## config.mk

```make
export PLATFORM = sky130hd
export DESIGN_NAME = bblur_fifo
export DESIGN_NICKNAME = d
export VERILOG_FILES = /design/src/hdl/bblur_fifo.sv
export SDC_FILE = /design/constraint.sdc
export NUM_CORES = 1
export LEC_CHECK = 0
export BUFFER_PORTS_ARGS = -buffer_cell sky130_fd_sc_hd__clkbuf_2
export CAP_MARGIN = 20
export CORE_UTILIZATION = 51
export DETAILED_ROUTE_END_ITERATION = 7
export PLACE_DENSITY = 0.75
export SLEW_MARGIN = 5
export SYNTH_ARGS = -nofsm -noshare
export SYNTH_HDL_FRONTEND = slang
export SYNTH_SLANG_ARGS = --single-unit
```

## constraint.sdc

```tcl
create_clock -name clk -period 2.1 [get_ports clk]
set_clock_uncertainty 0.1 [all_clocks]
set_input_delay 0.21 -clock clk [delete_from_list [all_inputs] [get_ports clk]]
set_output_delay 0.21 -clock clk [all_outputs]
set_load 0.1 [all_outputs]
```

## src/hdl/bblur_fifo.sv

```systemverilog
module bblur_fifo #(
    parameter int WIDTH = 25,
    parameter int DEPTH = 4
) (
    input  logic             clk,
    input  logic             rst_n,
    input  logic             push,
    input  logic [WIDTH-1:0] wdata,
    output logic             full,
    input  logic             pop,
    output logic [WIDTH-1:0] rdata,
    output logic             empty
);
    localparam int AW = $clog2(DEPTH);

    logic [WIDTH-1:0] data_reg [DEPTH];
    logic [AW-1:0]    wr_ptr_reg;
    logic [AW-1:0]    rd_ptr_reg;
    logic [AW:0]      count_reg;
    logic             do_push;
    logic             do_pop;

    assign full    = (count_reg == (AW+1)'(DEPTH));
    assign empty   = (count_reg == '0);
    assign do_push = push && !full;
    assign do_pop  = pop && !empty;
    assign rdata   = data_reg[rd_ptr_reg];

    always_ff @(posedge clk or negedge rst_n)
    begin
        if (!rst_n)
        begin
            wr_ptr_reg <= '0;
            rd_ptr_reg <= '0;
            count_reg  <= '0;
        end
        else
        begin
            if (do_push)
            begin
                wr_ptr_reg <= wr_ptr_reg + AW'(1);
            end
            if (do_pop)
            begin
                rd_ptr_reg <= rd_ptr_reg + AW'(1);
            end
            if (do_push && !do_pop)
            begin
                count_reg <= count_reg + (AW+1)'(1);
            end
            else if (do_pop && !do_push)
            begin
                count_reg <= count_reg - (AW+1)'(1);
            end
        end
    end

    always_ff @(posedge clk)
    begin
        if (do_push)
        begin
            data_reg[wr_ptr_reg] <= wdata;
        end
    end

endmodule

```

==> flow_metrics.py <==
metrics = {
    "synth": {
        "synth_area_leaders": "edfxtp_1 (74%), mux4_2 (9.9%), mux4_1 (4.5%), dfrtp_1 (4.3%), ha_1 (1.5%)",
        "yosysSeqAreaShare_pct": 77.8,
        "synth_cell_type_count": 21,
        "synth_area_leader_cell": "edfxtp_1",
        "syn_avg_cell_area_sq_um": 24.5,
        "synth.ff_latch_count": 107,
        "synthMostInstantiatedCell": "edfxtp_1",
        "syn_inst": 167,
        "synth_ff_type": "edfxtp_1",
        "syn-cell-area_sq_mm": 0.00408,
        "ys_top_cells_by_count": "edfxtp_1 (100), mux4_2 (18), dfrtp_1 (7), mux4_1 (7), ha_1 (5)",
        "synthArstFlopShare_pct": 6.54,
        "syn_nets": 202,
        "yosys_warnings": 0,
        "synth_top_cell_area_share_pct": 73.5,
        "synth-edff-count": 100,
    },
    "grt": {
        "grt_max_degree": 22,
        "grt_antenna_before_repair": 0,
        "grt_pass1_wl_um": 10900,
        "track_usage_pct": 18.4,
        "grt_pass1_vias": 2143,
        "overflow": 0,
    },
    "clock_tree": {
        "cts_num_sinks": 107,
        "root_buffer": "clkbuf_8",
        "cts_tree": "done",
        "htreeDepth": 3,
        "clk_latency_ns": 0.36,
        "clockBufferDepth": 2,
        "clk_pin_slew_ns": 0.09,
        "cts_made_buffers": 9,
    },
    "timing": {
        "slew_headroom_pct": 63.6,
        "rsz0062_at_grt": "true",
        "period_minus_slack_ns": 2.08,
        "fmax_ghz": 0.481,
        "setup_viol": 0,
        "setup_slack_ns": 0.0194,
        "tightestPinTransition_ns": 0.548,
        "fin_crit_sh_pct": 99.1,
        "hold_violations": 0,
        "hold_slack_ns": 0.0623,
        "slew_viol_final": 0,
    },
    "die": {
        "boundaryPins": 56,
        "die_x_um": 91.5,
        "start_util_pct": 52.8,
        "rows": 32,
        "core-area_sq_mm": 0.00773,
        "die_area_sq_mm": 0.00837,
        "die_h_um": 91.5,
    },
    "final_layout": {
        "largest_reg_flops": 100,
        "area_growth_pct": 35.6,
        "final_util_pct": 71.7,
        "antenna_cells": 0,
        "final_nets": 309,
        "drive_gt1_share_pct": 45.5,
        "fin_area_sq_mm": 0.00554,
        "nFillCells": 453,
    },
    "route": {
        "remaining_drc_errors": 0,
        "drt_pre_antenna_iters": 4,
        "wl_per_cell_um": 19.1,
        "drtIter0Drc": 83,
        "via_count": 1984,
        "wirelength_um": 7290,
        "avgViaCountPerCell": 5.21,
        "detail-route-antenna-nets": 0,
    },
    "critical_path": {
        "crit_required_ns": 1.79,
        "cp_max_fo": 5,
        "crit_cells": 4,
        "cp_top_family": "multiplexers",
        "cp_slowest_cell": "mux4_2",
        "cp.arrival_ns": 1.77,
        "path_buf_inv": 3,
        "worst_setup_path_start_kind": "register",
        "reg2reg_depth": 8,
        "worstPathCellList": "buf_12 > clkbuf_16 > mux4_2 > buf_12",
        "crit_path_max_incr_delay_ns": 0.53,
        "critPathKind": "register to output pin",
        "cpMostUsedCell": "buf_12",
        "end_kind": "output pin",
    },
    "status": {
        "outcome": "completed",
    },
    "place": {
        "portBuffers": 55,
        "gp_congestion": 0.708,
        "place_hpwl_um": 4390,
        "place_area_sq_mm": 0.00500,
        "pre_cts_ws_ns": -0.0145,
    },
    "worst_hold_path": {
        "holdPathStages": 3,
        "hp-class": "input pin to register",
    },
    "job": {
        "maxCapViolCount": 0,
    },
}
[final cells by class]
type	count	area (sq um)	area share, %
Multi-Input combinational cell	49	813	14.7
Inverter	4	15.0	0.271
Clock buffer	11	131	2.37
Timing Repair Buffer	103	1210	21.8
Sequential cell	107	3180	57.4
Clock inverter	5	62.6	1.13
Tap cell	102	128	2.30
[cells by family (layout without fill, tap and decap cells)]
kind of cell | after synthesis | after routing | synth area share [%]
simple gates | 10 | 10 | 1.53
buf+inv | 11 | 123 | 2.27
mux | 27 | 27 | 15.1
fa+ha+maj | 6 | 6 | 2.02
xor+xnor | 6 | 6 | 1.29
flops | 107 | 107 | 77.8
[cell usage in the layout, fill, tap and decap left out, drive strengths merged, types with 4 or more instances in the layout]
cell and count:
mux4 25, and2 4, dfrtp 7, xnor2 4, inv 5, clkbuf 43
buf 45, edfxtp 100, ha 5, dlygate4sd3 26
[routing by layer]
layer / vias up / share of wire, % / wire [um] / GRT usage, %
met4: 0 / 1.2 / 91 / 7.41
met1: 1008 / 41 / 3020 / 22.3
met3: 8 / 4.3 / 313 / 4.69
met2: 67 / 53 / 3860 / 31.5
li1: 901 / - / - / -
met5: - / 0 / 0 / 0
[worst register-to-register path, cell delays in order (launching register included)]
cell,delay [ns]
dfrtp_1,0.39
or3_1,0.40
nand2_2,0.10
ha_4,0.15
inv_2,0.04
fa_1,0.38
xor2_1,0.15
nor2_1,0.11
xor2_1,0.16
[metrics by stage]
stage / cells / TNS (ns)
2_1_floorplan: 167 / -25.67
3_3_place_gp: 333 / 0
3_5_place_dp: 333 / -0.0145
4_1_cts: 376 / -0.102
5_1_grt: 381 / -0.556
6_report: 381 / 0
[final timing paths]
path | startpoint | to | slack, ns
max | rd_ptr_reg[0]$_DFFE_PN0P_ | rdata[21] | 0.02
min | pop | rd_ptr_reg[1]$_DFFE_PN0P_ | 0.06
max reg2reg | count_reg[0]$_DFFE_PN0P_ | count_reg[2]$_DFFE_PN0P_ | 0.04
min reg2reg | count_reg[2]$_DFFE_PN0P_ | count_reg[2]$_DFFE_PN0P_ | 0.40
max in group asynchronous | rst_n | rd_ptr_reg[0]$_DFFE_PN0P_ | 1.60
min in group asynchronous | rst_n | count_reg[0]$_DFFE_PN0P_ | 0.11
[repair_timing]
action | 4_1_cts | 5_1_grt
endpoints found under the setup margin | 8 | 14
cloned | 0 | 3
pin swaps | 1 | 1
hold endpoints to repair | 107 | 0
buffers inserted | 1 | 2
gates resized for setup | 6 | 4
hold buffers | 26 | 0
Power is left out: the tool's default activity adds up to more than one toggle a clock period on the data nets, which glitch-free logic cannot reach.
