File: config.mk
export PLATFORM = sky130hd
export DESIGN_NAME = bblur_front
export DESIGN_NICKNAME = d
export VERILOG_FILES = /design/src/hdl/bblur_pkg.sv /design/src/hdl/bblur_front.sv
export SDC_FILE = /design/constraint.sdc
export NUM_CORES = 1
export LEC_CHECK = 0
export BUFFER_PORTS_ARGS = -buffer_cell sky130_fd_sc_hd__buf_2
export CAP_MARGIN = 0
export CORE_ASPECT_RATIO = 0.9
export CORE_MARGIN = 1
export CORE_UTILIZATION = 50
export CTS_CLUSTER_DIAMETER = 80
export DETAILED_ROUTE_END_ITERATION = 7
export HOLD_SLACK_MARGIN = 0.08
export PLACE_DENSITY_LB_ADDON = 0.2
export SLEW_MARGIN = 10
export SYNTH_ARGS = -nofsm -noshare
export SYNTH_HDL_FRONTEND = slang
export SYNTH_SLANG_ARGS = --single-unit
File: constraint.sdc
create_clock -name clk -period 6.8 [get_ports clk]
set_input_delay 1.36 -clock clk [delete_from_list [all_inputs] [get_ports clk]]
set_output_delay 1.36 -clock clk [all_outputs]
set_load 0.1 [all_outputs]
File: src/hdl/bblur_pkg.sv
package bblur_pkg;

    localparam int WIDTH_REG_W = 11;
    localparam int HEIGHT_W    = 13;
    localparam int CFG_DATA_W  = 13;
    localparam int ROW_W       = 14;
    localparam int SUM_W       = 12;
    localparam int CNT_W       = 4;
    localparam int NUM_W       = 13;
    localparam int QUO_W       = 8;

    localparam logic [WIDTH_REG_W-1:0] WIDTH_RESET  = 11'd1024;
    localparam logic [HEIGHT_W-1:0]    HEIGHT_RESET = 13'd768;

    typedef struct packed {
        logic [7:0] red;
        logic [7:0] green;
        logic [7:0] blue;
    } pixel_t;

    typedef enum logic {
        OP_PIXEL = 1'b0,
        OP_DRAIN = 1'b1
    } op_t;

    typedef enum logic {
        REG_FRAME_WIDTH  = 1'b0,
        REG_FRAME_HEIGHT = 1'b1
    } cfg_reg_t;

    typedef struct packed {
        op_t    op;
        pixel_t px;
    } req_t;

    typedef struct packed {
        pixel_t px;
        logic   frame_end;
    } result_t;

    typedef struct packed {
        logic [2:0][SUM_W-1:0] sum;
        logic [CNT_W-1:0]      cnt;
    } div_req_t;

endpackage

File: src/hdl/bblur_front.sv
module bblur_front #(
    parameter int MAX_WIDTH = 1024
) (
    input  logic                          clk,
    input  logic                          rst_n,
    input  logic                          clear,
    input  logic [$clog2(MAX_WIDTH):0]    eff_w,
    input  logic [bblur_pkg::HEIGHT_W-1:0] eff_h,
    input  logic                          push,
    input  bblur_pkg::op_t                opcode,
    input  bblur_pkg::pixel_t             px,
    output logic                          full,
    input  logic                          q_full,
    output logic                          q_push,
    output bblur_pkg::req_t               q_data
);
    import bblur_pkg::*;

    localparam int CW = $clog2(MAX_WIDTH);
    localparam int WW = CW + 1;

    typedef enum logic [1:0] {
        MODE_FILL  = 2'b01,
        MODE_DRAIN = 2'b10
    } mode_t;

    mode_t               mode_reg, mode_next;
    logic [CW-1:0]       col_reg, col_next;
    logic [HEIGHT_W-1:0] row_reg, row_next;
    logic [WW-1:0]       drain_reg, drain_next;
    logic                accept;
    logic                last_px;

    assign full    = q_full;
    assign accept  = push && !q_full;
    assign last_px = (row_reg == eff_h - HEIGHT_W'(1))
                  && ({1'b0, col_reg} == eff_w - WW'(1));

    always_comb
    begin
        mode_next  = mode_reg;
        col_next   = col_reg;
        row_next   = row_reg;
        drain_next = drain_reg;
        q_push     = 1'b0;
        q_data     = '{op: OP_PIXEL, px: px};
        unique case (mode_reg)
            MODE_FILL:
            begin
                // A drain request that arrives while a frame is coming in has no effect.
                if (accept && opcode == OP_PIXEL)
                begin
                    q_push = 1'b1;
                    if (last_px)
                    begin
                        mode_next  = MODE_DRAIN;
                        col_next   = '0;
                        row_next   = '0;
                        drain_next = (eff_h == HEIGHT_W'(1)) ? eff_w : eff_w + WW'(1);
                    end
                    else if (({1'b0, col_reg} + WW'(1)) >= eff_w)
                    begin
                        col_next = '0;
                        row_next = row_reg + HEIGHT_W'(1);
                    end
                    else
                    begin
                        col_next = col_reg + CW'(1);
                    end
                end
            end
            MODE_DRAIN:
            begin
                // Every request now flushes one pending result, whatever its opcode.
                if (accept)
                begin
                    q_push     = 1'b1;
                    q_data.op  = OP_DRAIN;
                    drain_next = drain_reg - WW'(1);
                    if (drain_reg == WW'(1))
                    begin
                        mode_next = MODE_FILL;
                    end
                end
            end
            default:
            begin
                mode_next = MODE_FILL;
            end
        endcase
    end

    always_ff @(posedge clk or negedge rst_n)
    begin
        if (!rst_n)
        begin
            mode_reg  <= MODE_FILL;
            col_reg   <= '0;
            row_reg   <= '0;
            drain_reg <= '0;
        end
        else if (clear)
        begin
            mode_reg  <= MODE_FILL;
            col_reg   <= '0;
            row_reg   <= '0;
            drain_reg <= '0;
        end
        else
        begin
            mode_reg  <= mode_next;
            col_reg   <= col_next;
            row_reg   <= row_next;
            drain_reg <= drain_next;
        end
    end

endmodule

==> results of run 1 <==
==> Yosys cell counts (3+ instances only) <==
master	number	share of area [%]
nand2_1	44	4.5
dfrtp_1	35	24
o21ai_0	32	4.3
xnor2_1	31	7.4
buf_4	26	5.3
nor2_1	24	2.4
nand3_1	23	3.1
inv_1	22	2.2
a21oi_1	21	2.8
ha_1	21	7.1
clkbuf_1	19	1.9
nand2b_1	16	2.7
xor2_1	16	3.8
nand4_1	12	2.0
nor3_1	9	1.2
nor4_1	9	1.5
or3_1	8	1.4
o31ai_1	6	1.2
and3_1	5	0.85
mux2i_1	5	1.4
a21o_1	4	0.81
a31oi_1	4	0.68
and2_1	4	0.68
nor2b_1	4	0.68
o22ai_1	4	0.68
or4_1	4	0.81
a211oi_1	3	0.61
a21boi_0	3	0.61
o21a_1	3	0.61
o31a_1	3	0.71
==> critical path: stages <==
cell	delay, ns
buf_2	0.13
inv_1	0.06
ha_1	0.21
or4b_1	0.47
or3_1	0.33
o31ai_2	0.27
nand3_1	0.12
nor4b_2	0.23
and4_1	0.37
a22oi_2	0.28
or4_1	0.55
a31oi_1	0.17
==> stage by stage <==
stage	hold WS (ns)	instance area [um2]	util, %
floorplan	0.489	3690	-
global placement	0.506	3700	52.0
detailed placement	0.516	3700	52.0
CTS	0.527	3790	53.3
global route	0.557	3790	53.3
finish	0.519	3790	53.3
==> path summary, 6_finish.rpt <==
| kind | endpoint | slack [ns] | cells after the start |
|---|---|---|---|
| max | drain_reg[10] | 2.46 | 12 |
| min | mode_reg[0] | 0.52 | 2 |
| max reg2reg | row_reg[10] | 2.99 | 13 |
| min reg2reg | mode_reg[0] | 0.52 | 2 |
| max in group asynchronous | col_reg[6] | 5.09 | 1 |
| min in group asynchronous | mode_reg[1] | 1.17 | 1 |
==> logic make-up (layout without fill, tap and decap cells) <==
| family | after synthesis | after routing | share of synthesized area [%] |
|---|---|---|---|
| AND/OR/NAND/NOR | 181 | 181 | 26.7 |
| AO/OA/AOI/OAI | 110 | 110 | 19.6 |
| buffers and inverters | 69 | 63 | 9.66 |
| XOR/XNOR | 47 | 47 | 11.2 |
| flip-flops | 36 | 36 | 24.4 |
| adder cells (fa/ha/maj) | 21 | 21 | 7.12 |
| multiplexers | 5 | 5 | 1.36 |
==> layout make-up <==
type | count | share of cell area (%)
flip-flops and latches | 36 | 23.8
inverters | 23 | 2.28
multi-input cells | 364 | 64.2
repair buffers | 32 | 4.23
clock buffers | 8 | 2.38
well taps | 93 | 3.07
==> power by group through the flow <==
stage	sequential, mW	combinational, mW	clock, mW
global route	0.222	0.113	0.171
floorplan	0.223	0.132	0
finish	0.221	0.101	0.160
CTS	0.221	0.100	0.164
global placement	0.225	0.0985	0
detailed placement	0.225	0.0999	0
==> per-layer routing <==
metal / track usage, % / vias up / part of all wire, %
met2: 37.2 / 116 / 44
met3: 3.83 / 17 / 5.3
met5: 0 / - / 0
li1: - / 1652 / -
met1: 35.7 / 1612 / 49
met4: 5.97 / 0 / 1.7
==> flow_summary_export.csv, run 1 <==
group,metric,value,unit
global_route,grtUsageTotal,24.4,%
pwr,p_int,0.336,mW
pwr,power_density,127,mW/mm2
floorplan,io_pins,81,
global_route,globalRouteOverflowTotal,0,
synthesis,ys_ff_latch,36,
global_route,grt_pass1_wl,15.4,mm
critical_path,worstPathArrival,4.55,ns
cts,worstSkewPairLatency,0.29,ns
sta,worst_pin_slew,1.00,ns
routing,drt_iter0_drc,226,
sta,fin_skew,0.00489,ns
min_path,worstHoldPathType,"reg -> reg",
floorplan,die-area,0.00773,mm2
pwr,pwr-share-comb,21.0,%
cts,clockRootBuffer,"clkbuf_8",
critical_path,rr_startpoint,"col_reg[1]",
floorplan,initial_core_util,51.9,%
synthesis,synth.distinct_cells,69,
critical_path,crit_path_max_fanout,22,
routing,dr_total_vias,3397,
synthesis,synth_area_per_cell,7.87,um2
routing,ant_nets,0,
cts,clkSinkCount,36,
cts,cts_setup_buffers,0,
synthesis,syn_inst,469,
pwr,p_leak,1.59,nW
floorplan,core_area,0.00711,mm2
sta,fin_crit_sh,63.8,%
sta,finalSetupTns,0,ns
cts,clock_path_buffers,2,
sta,grt_setup_unrepaired,"false",
pwr,netSwitchingPower,0.146,mW
routing,drc,0,
cts,cts_made_buffers,5,
cells_and_area,mostFrequentLayoutCells,"nand2_1 (44), dfrtp_1 (35), o21ai_0 (32), buf_2 (32), xnor2_1 (31)",
sta,setup_slack,2.46,ns
global_route,first_global_vias,3140,
synthesis,ys_seq_area_share,24.4,%
sta,fmax,0.230,GHz
cells_and_area,syn_to_final_growth,2.61,%
sta,layout_min_cycle_time,4.34,ns
cells_and_area,final_common_cell,"nand2_1",
place,pre_cts_slack,2.20,ns
synthesis,async_flop_share,100,%
sta,max_slew_margin,32.9,%
cts,cts_tree,"yes",
routing,wl_per_cell,16.4,um
cells_and_area,num-fill-cells,714,
floorplan,rows,29,
cells_and_area,final_cells,556,
place,gp_congestion,0.898,
pwr,pwr-share-seq,45.9,%
min_path,min_from,"mode_reg[0]",
critical_path,start_kind,"primary input",
critical_path,cp-startpoint,"eff_h[0]",
floorplan,die_w,92.6,um
cells_and_area,antenna_cells,0,
place,dp.cells,548,
cts,cts_hold_buffers,0,
global_route,grt_antenna_before_repair,0,
pwr,ir_drop,74.3,uV
place,dp_hpwl,7.03,mm
floorplan,die_h,83.5,um
synthesis,synth_area,0.00369,mm2
critical_path,path_class,"in -> reg",
synthesis,synth-edff-count,0,
routing,dr.pass1.iters,7,
place,io_buffer_count,32,
cells_and_area,multi_input_area,0.00243,mm2
global_route,grt_max_degree,37,
cells_and_area,drive_above_1_share,9.94,%
cts,path_clk_slew,0.07,ns
pwr,p_clk_share,33.1,%
synthesis,ys_warn_count,0,
run_status,status,"finished, final reports clean",
synthesis,synth_ff_type,"dfrtp_1",
flow_run,max-cap-violations,0,
cells_and_area,nets,537,
pwr,power.total,0.482,mW
pwr,switching_share,30.3,%
sta,setup_violations,0,
cts,postCtsResizedCells,0,
routing,drt_wl_total,9.11,mm
synthesis,synth_nets,544,
critical_path,cp.required,7.01,ns
cells_and_area,largest_reg_flops,13,
cells_and_area,regArea,902,um2
routing,viasPerCell,6.11,
sta,finalHoldViolCount,0,
cts,h-tree-depth,2,
critical_path,setup.worst_path.end_class,"flip-flop",
sta,finalMaxSlewViolations,0,
Power figures use the tool's default switching activity.
==> inputs of run 2 (changes only) <==
==> constraint.sdc (replaced) <==
create_clock -name clk -period 4 [get_ports clk]
set_input_delay 0.8 -clock clk [delete_from_list [all_inputs] [get_ports clk]]
set_output_delay 0.8 -clock clk [all_outputs]
set_load 0.1 [all_outputs]
==> run 2 against run 1 <==
Clock power grew 79%. First-iteration DRC count shrank 2.7%. Worst setup slack lost 2.1 ns. Clock skew grew 0.0059 ns. Critical path type is now reg -> reg. Register-to-register slack lost 2.6 ns. Wire length shrank 1.1%.
==> flow_summary_export.csv, run 2 (same netlist as run 1, synthesis figures left out) <==
group,metric,value,unit
critical_path,setup.worst_path.end_class,"flip-flop",
sta,worst_pin_slew,1.04,ns
sta,max_slew_margin,30.7,%
floorplan,initial_core_util,51.9,%
critical_path,crit_path_max_fanout,6,
critical_path,max_stage_delay,0.51,ns
cells_and_area,multi_input_area,0.00244,mm2
pwr,ir_drop,202,uV
cells_and_area,drive_above_1_share,11.5,%
critical_path,cp.required,4.22,ns
sta,finalHoldViolCount,0,
global_route,grt_max_degree,37,
run_status,status,"finished, final reports clean",
critical_path,slowest_stage,"o31ai_1",
critical_path,worstPathArrival,3.87,ns
global_route,grtUsageTotal,24.9,%
cells_and_area,regArea,902,um2
floorplan,die_h,83.5,um
floorplan,rows,29,
cts,cts_tree,"yes",
routing,wl_per_cell,16.1,um
cts,clock_path_buffers,2,
routing,drt_wl_total,9.01,mm
critical_path,path_class,"reg -> reg",
sta,fmax,0.274,GHz
routing,ant_nets,0,
cts,cts_made_buffers,5,
critical_path,start_kind,"flip-flop",
cts,cts_setup_buffers,0,
sta,finalMaxSlewViolations,0,
routing,routed-wl-met3,424,um
routing,dr_total_vias,3368,
routing,drt_iter0_drc,220,
floorplan,io_pins,81,
sta,setup_violations,0,
routing,dr.pass1.iters,6,
global_route,grt_antenna_before_repair,0,
floorplan,core_area,0.00711,mm2
sta,layout_min_cycle_time,3.65,ns
floorplan,die_w,92.6,um
global_route,globalRouteOverflowTotal,0,
sta,finalSetupTns,0,ns
cts,cts_hold_buffers,0,
pwr,power_density,217,mW/mm2
min_path,worstHoldPathType,"reg -> reg",
cells_and_area,num-fill-cells,708,
critical_path,worst-path-buf-inv,0,
cells_and_area,largest_reg_flops,13,
cts,path_clk_slew,0.07,ns
pwr,p_leak,1.63,nW
cts,h-tree-depth,2,
cts,worstSkewPairLatency,0.30,ns
global_route,first_global_vias,3222,
cells_and_area,mostFrequentLayoutCells,"nand2_1 (44), dfrtp_1 (35), o21ai_0 (32), buf_2 (32), xnor2_1 (31)",
routing,highest_layer,"met4",
routing,drc,0,
flow_run,max-cap-violations,0,
cells_and_area,nets,543,
place,gp_congestion,0.877,
cells_and_area,antenna_cells,0,
sta,whs,0.536,ns
cells_and_area,final_common_cell,"nand2_1",
sta,fin_skew,0.0108,ns
routing,wl_met2,4.00,mm
cells_and_area,syn_to_final_growth,4.14,%
sta,grt_setup_unrepaired,"false",
routing,met1Wirelength,4.37,mm
place,dp_hpwl,6.94,mm
floorplan,die-area,0.00773,mm2
pwr,power.total,0.832,mW
global_route,grt_pass1_wl,15.3,mm
critical_path,crit_chain,"ha_1 > and3_1 > nand3_1 > nor2_1 > xor2_1 > ha_1 > a21o_1 > a211o_1 > a41oi_1 > nor2_1 > o31ai_1 > o21ai_0 > a21boi_1",
cts,clkSinkCount,36,
cts,clockRootBuffer,"clkbuf_8",
place,io_buffer_count,32,
cts,postCtsResizedCells,0,
sta,fin_crit_sh,91.1,%
critical_path,crit_family,"compound AO/OA/AOI/OAI gates",
routing,viasPerCell,6.00,
[run 2: changes by cell type in the layout (fill, tap and decap cells not counted)]
| cell | before | now |
|---|---|---|
| buf_4 | 0 | 6 |
| nor3b_2 | 0 | 1 |
| nor3b_1 | 2 | 1 |
| clkbuf_8 | 6 | 7 |
| clkbuf_1 | 2 | 0 |
[run 2: metrics by stage]
step	utilization, %	std cells	instance area, um2	worst slack (ns)
6_report	54.0	561	3840	0.354
3_5_place_dp	52.7	554	3750	0.145
3_3_place_gp	52.7	554	3750	0.249
2_1_floorplan	-	469	3700	0.515
5_1_grt	54.0	561	3840	0.0434
4_1_cts	54.0	561	3840	0.362
[run 2: report_power, final]
| part | switching, mW | internal, mW |
|---|---|---|
| clock | 0.132 | 0.153 |
| sequential | 0.00847 | 0.368 |
| combinational | 0.107 | 0.0634 |
[run 2: worst paths after layout]
kind                              from           end  slack, ns  cells past startpoint
max in group asynchronous        rst_n    col_reg[0]       2.85                      1
min reg2reg                mode_reg[1]   mode_reg[1]       0.54                      1
max                         col_reg[0]   row_reg[10]       0.35                     13
max reg2reg                 col_reg[0]   row_reg[10]       0.35                     13
min                        mode_reg[1]   mode_reg[1]       0.54                      1
min in group asynchronous        rst_n  drain_reg[2]       0.61                      1
[run 2: routing by layer]
metal / track usage (%) / vias to the layer above
met1: 33.8 / 1582
met2: 38.9 / 92
li1: - / 1666
met4: 9.52 / 0
met5: 0 / -
met3: 4.74 / 28
[run 2: area by class of cell]
cell class / instances / share of cell area, %
clock buffers: 7 / 2.51
well taps: 93 / 3.03
flip-flops and latches: 36 / 23.5
multi-input cells: 364 / 63.4
repair buffers: 38 / 5.34
inverters: 23 / 2.25
[run 2: worst register-to-register path, stage by stage, from the launching register on]
cell and delay [ns]:
dfrtp_1 0.46, ha_1 0.27, and3_1 0.23, nand3_1 0.17, nor2_1 0.18, xor2_1 0.20, ha_1 0.27, a21o_1 0.19
a211o_1 0.29, a41oi_1 0.30, nor2_1 0.16, o31ai_1 0.51, o21ai_0 0.20, a21boi_1 0.15
